==> config.mk <==
export PLATFORM = sky130hd
export DESIGN_NAME = cspmv_add
export DESIGN_NICKNAME = d
export VERILOG_FILES = /design/src/rtl/cspmv_pkg.sv /design/src/rtl/cspmv_add.sv
export SDC_FILE = /design/constraint.sdc
export NUM_CORES = 2
export LEC_CHECK = 0
export ABC_AREA = 1
export BUFFER_PORTS_ARGS = -buffer_cell sky130_fd_sc_hd__buf_2
export CAP_MARGIN = 20
export CORE_UTILIZATION = 55
export DETAILED_ROUTE_END_ITERATION = 6
export PLACE_DENSITY_LB_ADDON = 0.3
export REMOVE_ABC_BUFFERS = 1
export SLEW_MARGIN = 0
export SYNTH_ARGS = -nofsm -noshare
export SYNTH_HDL_FRONTEND = slang
export SYNTH_SLANG_ARGS = --single-unit
==> constraint.sdc <==
create_clock -name clk -period 8.5 [get_ports clk]
set_input_delay 1.275 -clock clk [delete_from_list [all_inputs] [get_ports clk]]
set_output_delay 1.275 -clock clk [all_outputs]
set_load 0.02 [all_outputs]
==> src/rtl/cspmv_pkg.sv <==
// Shared types, constants and helpers for the CSR sparse matrix-vector block.
// No dependencies; imported by every module under rtl/.
package cspmv_pkg;

  localparam int unsigned     VEC_DEPTH_DEF = 1024;
  localparam longint unsigned MAX_ROWS_DEF  = 64'd65536;

  localparam int IDX_W = 10;
  localparam int DW    = 64;
  localparam int ROW_W = 16;

  localparam logic [DW-1:0] CANON_NAN = 64'h7FF8_0000_0000_0000;

  typedef enum logic [1:0] {
    OP_LOAD  = 2'd0,
    OP_NZ    = 2'd1,
    OP_EMPTY = 2'd2
  } op_t;

  typedef struct packed {
    logic          vld;
    op_t           op;
    logic          last;
    logic [DW-1:0] prod;
  } mul_tail_t;

  function automatic logic is_nan(input logic [DW-1:0] b);
    return (&b[62:52]) && (|b[51:0]);
  endfunction

  function automatic logic is_inf(input logic [DW-1:0] b);
    return (&b[62:52]) && !(|b[51:0]);
  endfunction

endpackage

==> src/rtl/cspmv_add.sv <==
// Pipelined binary64 adder, result held until acked; the caller must keep at most
// one operation in flight, which the block leaves to it. Depends on cspmv_pkg.
module cspmv_add (
  input  logic                     clk,
  input  logic                     rst_n,
  input  logic                     start,
  input  logic [cspmv_pkg::DW-1:0] a,
  input  logic [cspmv_pkg::DW-1:0] b,
  input  logic                     ack,
  output logic                     busy,
  output logic                     res_valid,
  output logic [cspmv_pkg::DW-1:0] res
);
  import cspmv_pkg::*;

  function automatic logic [5:0] lzc57(input logic [56:0] v);
    logic [5:0] n;
    n = 6'd57;
    for (int i = 0; i < 57; i++) begin
      if (v[i]) n = 6'(56 - i);
    end
    return n;
  endfunction

  // phase 1: order by magnitude, unpack
  logic          swap;
  logic [DW-1:0] x, y, specv_c;
  logic [10:0]   xe, ye, d;
  logic          nan_c;

  assign swap = b[62:0] > a[62:0];
  assign x    = swap ? b : a;
  assign y    = swap ? a : b;
  assign xe   = (x[62:52] == 11'd0) ? 11'd1 : x[62:52];
  assign ye   = (y[62:52] == 11'd0) ? 11'd1 : y[62:52];
  assign d    = xe - ye;
  assign nan_c = is_nan(a) || is_nan(b) || (is_inf(a) && is_inf(b) && (a[63] ^ b[63]));
  assign specv_c = nan_c ? CANON_NAN : x;

  logic          p1_v_r, p1_sx_r, p1_sub_r, p1_zs_r, p1_spec_r;
  logic [52:0]   p1_xm_r, p1_ym_r;
  logic [10:0]   p1_xe_r;
  logic [5:0]    p1_d_r;
  logic [DW-1:0] p1_specv_r;

  always_ff @(posedge clk) begin
    if (start) begin
      p1_xm_r    <= {|x[62:52], x[51:0]};
      p1_ym_r    <= {|y[62:52], y[51:0]};
      p1_xe_r    <= xe;
      p1_d_r     <= (d > 11'd63) ? 6'd63 : d[5:0];
      p1_sx_r    <= x[63];
      p1_sub_r   <= a[63] ^ b[63];
      p1_zs_r    <= a[63] & b[63];
      p1_spec_r  <= nan_c || is_inf(x);
      p1_specv_r <= specv_c;
    end
  end

  // phase 2: align, add or subtract
  logic [55:0] yf, ysh, ya, xf;
  logic        lost;
  logic [56:0] z_c;

  assign xf   = {p1_xm_r, 3'b000};
  assign yf   = {p1_ym_r, 3'b000};
  assign ysh  = yf >> p1_d_r;
  assign lost = (ysh << p1_d_r) != yf;
  assign ya   = {ysh[55:1], ysh[0] | lost};
  assign z_c  = p1_sub_r ? ({1'b0, xf} - {1'b0, ya}) : ({1'b0, xf} + {1'b0, ya});

  logic          p2_v_r, p2_sx_r, p2_zs_r, p2_spec_r;
  logic [56:0]   p2_z_r;
  logic [10:0]   p2_xe_r;
  logic [DW-1:0] p2_specv_r;

  always_ff @(posedge clk) begin
    p2_z_r     <= z_c;
    p2_xe_r    <= p1_xe_r;
    p2_sx_r    <= p1_sx_r;
    p2_zs_r    <= p1_zs_r;
    p2_spec_r  <= p1_spec_r;
    p2_specv_r <= p1_specv_r;
  end

  // phase 3: normalize
  logic [5:0]         lz, sh;
  logic signed [12:0] en_c;
  logic [11:0]        ef_c;

  assign lz   = lzc57(p2_z_r);
  assign en_c = $signed({2'b00, p2_xe_r}) + 13'sd1 - $signed({7'd0, lz});

  always_comb begin
    if (en_c >= 13'sd1) begin
      sh   = lz;
      ef_c = 12'(en_c);
    end else begin
      sh   = 6'(p2_xe_r);
      ef_c = '0;
    end
  end

  logic          p3_v_r, p3_sx_r, p3_zs_r, p3_zero_r, p3_spec_r;
  logic [56:0]   p3_n_r;
  logic [11:0]   p3_ef_r;
  logic [DW-1:0] p3_specv_r;

  always_ff @(posedge clk) begin
    p3_n_r     <= p2_z_r << sh;
    p3_ef_r    <= ef_c;
    p3_sx_r    <= p2_sx_r;
    p3_zs_r    <= p2_zs_r;
    p3_zero_r  <= p2_z_r == 57'd0;
    p3_spec_r  <= p2_spec_r;
    p3_specv_r <= p2_specv_r;
  end

  // phase 4: round, pack
  logic          rnd;
  logic [62:0]   mag;
  logic [DW-1:0] res_c;

  assign rnd = p3_n_r[3] && ((|p3_n_r[2:0]) || p3_n_r[4]);
  assign mag = {p3_ef_r[10:0], p3_n_r[55:4]} + 63'(rnd);

  always_comb begin
    if (p3_spec_r) begin
      res_c = p3_specv_r;
    end else if (p3_zero_r) begin
      res_c = {p3_zs_r, 63'd0};
    end else if (p3_ef_r >= 12'd2047) begin
      res_c = {p3_sx_r, 11'h7FF, 52'd0};
    end else begin
      res_c = {p3_sx_r, mag};
    end
  end

  always_ff @(posedge clk) begin
    if (p3_v_r) begin
      res <= res_c;
    end
  end

  always_ff @(posedge clk) begin
    if (!rst_n) begin
      p1_v_r    <= 1'b0;
      p2_v_r    <= 1'b0;
      p3_v_r    <= 1'b0;
      res_valid <= 1'b0;
    end else begin
      p1_v_r <= start;
      p2_v_r <= p1_v_r;
      p3_v_r <= p2_v_r;
      if (p3_v_r) begin
        res_valid <= 1'b1;
      end else if (ack) begin
        res_valid <= 1'b0;
      end
    end
  end

  assign busy = p1_v_r || p2_v_r || p3_v_r || res_valid;

endmodule

## After elaboration in Yosys (flattened, before gate mapping)

Index checks and enable logic that the tools add are counted.
Widths: inputs -> output; s select.

| word-level totals | value |
|---|---|
| register bits | 530 |
| output and inout port bits | 66 |

| cells by class | value |
|---|---|
| add/sub/neg operators | 6 |
| magnitude comparators | 4 |
| equal/unequal tests | 1 |
| shift operators | 3 |
| multiplexer cells | 68 |
| bitwise logic cells | 3 |
| reductions and logical operators | 31 |

Operators with widths:

| operator | count |
|---|---|
| $mux 6 | 57 |
| $mux 64 | 3 |
| $reduce_or 52->1 | 3 |
| $mux 63 | 2 |
| $add 63x1->63 | 1 |
| $gt 63x63->1 | 1 |
| $add 56x56->57 | 1 |
| $logic_not 57->1 | 1 |
| $mux 57 | 1 |
| $shl 57x6->56 | 1 |
| $sub 56x56->57 | 1 |
| $ne 56x56->1 | 1 |
| $shl 56x6->56 | 1 |
| $shr 56x6->56 | 1 |
| $reduce_and 11->1 | 3 |
| $logic_not 11->1 | 2 |
| $mux 11 | 2 |
| $reduce_or 11->1 | 2 |
| $ge 13x2->1 const B | 1 |
| $sub 12x6->13 | 1 |
| $add 11x1->12 const B | 1 |
| $ge 12x11->1 const B | 1 |
| $gt 11x6->1 const B | 1 |
| $sub 11x11->11 | 1 |
| 9 further kinds | 26 |

## Longest topological paths before layout

| logic depth | value |
|---|---|
| depth after elaboration | 61 |
| mapped depth | 90 |
| depth with buffers taken out | 89 |

## Worst setup path after synthesis

No wires, ideal clock.

| timing path | value |
|---|---|
| path kind | input port to flip-flop |
| start point | input a[2] (netlist name) |
| end point | register p1_d_r[0], data pin |
| data arrival time | 6.797 ns |
| path slack | 1.419 ns |
| cell stages on the path | 36 |
| path buffers | 3 |
| path through | inv_1 ha_1 a21oi_1 o21ai_0 a21o_1 a221oi_1 nor2_1 o2111ai_1 a21oi_1 a2111oi_0 nor2_1 a2111oi_0 o41ai_1 nand4_1 nand4_1 nand2_1 clkbuf_1 clkbuf_1 clkbuf_1 nor2_1 a21oi_1 o2111ai_1 nand2_1 ha_1 inv_1 fa_1 a31oi_1 o21ai_0 a21oi_1 o21bai_1 nand2_1 nand2_1 a21oi_1 xor2_1 nor4_1 nand2_1 |

| on the way | value |
|---|---|
| longest elaborated chain between the ends | 6 |

Ends and longest elaborated chain:

| element | RTL line | text |
|---|---|---|
| start, declared | cspmv_add.sv:7 | `input logic [cspmv_pkg::DW-1:0] a,` |
| $gt 63x63->1 (*) | cspmv_add.sv:31 | `assign swap = b[62:0] > a[62:0];` |
| $mux 64 / $mux 63 (equally long branches) | cspmv_add.sv:32, cspmv_add.sv:33 |  |
| $logic_not 11->1 (on tied branches) | cspmv_add.sv:34, cspmv_add.sv:35 |  |
| $mux 11 (on tied branches) | cspmv_add.sv:34, cspmv_add.sv:35 |  |
| $sub 11x11->11 (*) | cspmv_add.sv:36 | `assign d = xe - ye;` |
| $gt 11x6->1 | cspmv_add.sv:51 | `p1_d_r <= (d > 11'd63) ? 6'd63 : d[5:0];` |
| end signal, assigned | cspmv_add.sv:51 |  |
| end, declared | cspmv_add.sv:43 | `logic [5:0] p1_d_r;` |

Mark *: on every way between the ends. The rest lies on a longest branch, timed or not.
A chain may end at the register's enable or synchronous reset.

## Worst setup path after layout

| timing path | value |
|---|---|
| start point | register p1_d_r[2] |
| end point | register p2_z_r[52] |

| on the way | value |
|---|---|
| longest elaborated chain between the ends | 6 |

Ends and longest elaborated chain:

| element | RTL line | text |
|---|---|---|
| $shr 56x6->56 | cspmv_add.sv:67 | `assign ysh = yf >> p1_d_r;` |
| $shl 56x6->56 | cspmv_add.sv:68 | `assign lost = (ysh << p1_d_r) != yf;` |
| $ne 56x56->1 | cspmv_add.sv:68 |  |
| $or 1x1->1 (*) | cspmv_add.sv:69 | `assign ya = {ysh[55:1], ysh[0] \| lost};` |
| named net ya[0] | cspmv_add.sv:61 | `logic [55:0] yf, ysh, ya, xf;` |
| $add 56x56->57 / $sub 56x56->57 (equally long branches) | cspmv_add.sv:70 | `assign z_c = p1_sub_r ? ({1'b0, xf} - {1'b0, ya}) : ({1'b0, xf} + {1'b0, ya});` |
| $mux 57 (*) | cspmv_add.sv:70 |  |
| named net z_c[52] | cspmv_add.sv:63 | `logic [56:0] z_c;` |
| end signal, assigned | cspmv_add.sv:78 | `p2_z_r <= z_c;` |
| end, declared | cspmv_add.sv:73 | `logic [56:0] p2_z_r;` |

Mark *: on every way through the listed nets, which the timed path passes. The rest lies on a longest branch.

==> impl_metrics.csv <==
group,metric,value,unit
synth,yosys_warnings,0,
critical_path,crit_slowest_cell,"clkinv_2",
outcome,status,"finished, violations left",
critical_path,crit_required,9.05,ns
place,placed_area,39800,µm²
timing,final-setup-viol-count,0,
synth,synth-seq-area-share,0.352,
critical_path,crit_family,"compound AO/OA/AOI/OAI gates",
route,antenna_left,0,
route,drt-wirelength-per-cell,23.1,µm
pwr,p_leak,19.4,nW
timing,maxSlewHeadroom,0.192,
final_layout,design_area,41800,µm²
critical_path,crit_path_end_kind,"flip-flop",
final_layout,layout.nets,5817,
synth,synthCells,5332,
timing,min_period,8.04,ns
pwr,ir_drop,0.170,mV
timing,worstMarginPinSlew,1.20,ns
cts,holdBufCountCts,0,
final_layout,fin_util,0.621,
place,io_buffers,197,
cts,clk_pin_slew,0.07,ns
run,maxCapViolCount,0,
critical_path,cp_slowest_stage_delay,0.53,ns
critical_path,path_buf_inv,6,
final_layout,post_route_cells_drive_above_1_share,0.110,
cts,cts_buffer_depth,3,
cts,cts_tree,"yes",
route,wl,148000,µm
route,drc,4,
final_layout,final_common_cell,"nand2_1",
final_layout,area_growth,11.7,%
timing,setup_slack,0.460,ns
global_routing,grt_start_max_net_pins,126,
critical_path,path_max_fanout,35,
final_layout,most-common-layout-cells,"nand2_1 (1,340), nand3_1 (574), inv_1 (542)",
synth,synth.distinct_cells,77,
route,drtIter0Drc,5147,
cts,htreeDepth,2,
global_routing,grt-ovfl-total,0,
die,row_count,95,
synth,synth_flop_cell,"dfxtp_1",
critical_path,worst_ep_arrival_time,8.59,ns
die,die_area,69100,µm²
hold_path,hold_class,"reg2reg",
die,die_height,263,µm
place,dp_cells,6293,
global_routing,grt_use_total,0.415,
cts,clock_latency,0.65,ns
final_layout,instances_no_fill,6400,
die,die_w,263,µm
die,io_pins,198,
die,initial_core_util,0.557,
place,gp_congestion,1.08,
route,via_per_inst,6.06,
timing,timing.fmax,124,MHz
synth,synth.ff_latch_count,530,
die,core-area,67300,µm²
place,place_worst_setup_slack,0.0355,ns
timing,finClkSkew,0.0353,ns
pwr,power_density,280,nW/µm²
synth,avgSynthCellArea,7.02,µm²
timing,fin_crit_sh,0.946,
route,num_vias,38758,
cts,numCtsBuffers,52,
cts,clockRootBuffer,"clkbuf_16",
timing,hold_viol_final,0,
synth,ys_async_sr_fraction,0,
synth,synth_edf_count,255,
outcome,failed_checks,"DRC",
cts,cts_sinks,530,
place,dp_hpwl,117000,µm
critical_path,crit_path_frequent_cell,"nand2_1",
global_routing,grt_first_pass_wirelength,217000,µm
critical_path,worstSetupPathType,"reg2reg",
global_routing,antenna_found_initial,3,
route,drtPass1Iterations,7,
critical_path,start_kind,"flip-flop",
synth,netlist_area,37400,µm²
timing,drv_slew,0,
global_routing,grt_pass1_vias,35432,
==> stage by stage <==
| step | hold slack, ns | TNS, ns | total power, mW |
|---|---|---|---|
| floorplan | 0.310 | -200.25 | 7.04 |
| global placement | 0.310 | 0 | 9.06 |
| detailed placement | 0.312 | 0 | 9.08 |
| CTS | 0.301 | 0 | 11.5 |
| global route | 0.322 | -0.0657 | 12.3 |
| finish | 0.310 | 0 | 11.7 |
==> state kept, by name (all words and copies together), names as in the netlist, 6 cells and up <==
register and cells:
p1_xm_r 53, p1_ym_r 53, p3_n_r 56, p3_specv_r 64
p2_specv_r 64, p2_z_r 57, res 64, p2_xe_r 11
p3_ef_r 12, p1_specv_r 64, p1_xe_r 11, p1_d_r 6
==> cells in the mapped netlist (all sizes together) (9+ instances only) <==
library cell | number | share of area
nand2 | 1355 | 0.14
a21oi | 225 | 0.030
a21boi | 16 | 0.0039
nand4 | 98 | 0.017
nor3 | 58 | 0.0083
nor4 | 49 | 0.0084
edfxtp | 255 | 0.20
o31ai | 20 | 0.0040
clkbuf | 170 | 0.017
mux2i | 44 | 0.012
o21a | 16 | 0.0032
a221oi | 9 | 0.0021
buf | 108 | 0.017
inv | 576 | 0.058
ha | 201 | 0.067
a31oi | 24 | 0.0040
o2111ai | 19 | 0.0044
nor2 | 407 | 0.043
xnor2 | 9 | 0.0021
o22ai | 11 | 0.0018
dfxtp | 275 | 0.15
a32o | 27 | 0.0072
o21bai | 18 | 0.0037
o21ai | 582 | 0.080
xor2 | 63 | 0.015
or2 | 19 | 0.0032
o221ai | 11 | 0.0026
o211ai | 37 | 0.0077
nand3 | 581 | 0.078
==> final timing paths <==
path | start | endpoint | slack, ns | cells after the start
max | p1_d_r[2] | p2_z_r[52] | 0.46 | 46
min | p2_specv_r[33] | p3_specv_r[33] | 0.31 | 0
max reg2reg | p1_d_r[2] | p2_z_r[52] | 0.46 | 46
min reg2reg | p2_specv_r[33] | p3_specv_r[33] | 0.31 | 0
==> area by class of cell <==
class / instances / area (µm²)
clock inverters: 23 / 280
inverters: 580 / 2190
repair buffers: 373 / 2560
fillers: 6245 / 25500
flip-flops and latches: 530 / 13200
clock buffers: 75 / 1540
well taps: 873 / 1090
diodes: 2 / 5.00
multi-input cells: 3944 / 21000
==> logic make-up (layout without fill, tap and decap cells) <==
group / count (synthesis) / in the layout / synth area share
AO/OA/AOI/OAI: 1046 / 1046 / 0.162
other: 0 / 2 / 0
multiplexers: 44 / 44 / 0.0118
XOR/XNOR: 72 / 72 / 0.0168
adder cells (fa/ha/maj): 204 / 204 / 0.0688
buffers and inverters: 858 / 1051 / 0.0922
flip-flops: 530 / 530 / 0.352
AND/OR/NAND/NOR: 2578 / 2578 / 0.297
==> layer usage <==
| layer | global-route usage | vias up | wire (µm) |
|---|---|---|---|
| met5 | 0 | - | 18 |
| met4 | 0.293 | 2 | 12300 |
| met1 | 0.525 | 17777 | 57200 |
| li1 | - | 18319 | - |
| met2 | 0.659 | 2208 | 65900 |
| met3 | 0.0524 | 452 | 12700 |
==> timing repair <==
| item | in CTS | in global routing |
|---|---|---|
| gates resized for setup | 0 | 32 |
| endpoints found under the setup margin | 0 | 68 |
| buffers inserted | 0 | 5 |
==> worst reg2reg max path, delay by kind of cell, from the launching register on <==
| family | cells | cell delay [ns] |
|---|---|---|
| XOR/XNOR | 1 | 0.21 |
| AO/OA/AOI/OAI | 24 | 4.16 |
| adder cells (fa/ha/maj) | 1 | 0.18 |
| buffers and inverters | 6 | 1.40 |
| flip-flops | 1 | 0.49 |
| AND/OR/NAND/NOR | 14 | 1.53 |
==> power by group <==
group | total, mW | internal (mW) | leakage (nW) | switching [mW]
sequential | 3.86 | 3.24 | 4.82 | 0.614
clock | 2.43 | 1.37 | 0.903 | 1.06
combinational | 5.42 | 1.72 | 13.6 | 3.70
total | 11.7 | 6.34 | 19.4 | 5.37
(Power assumes the default switching activity.)
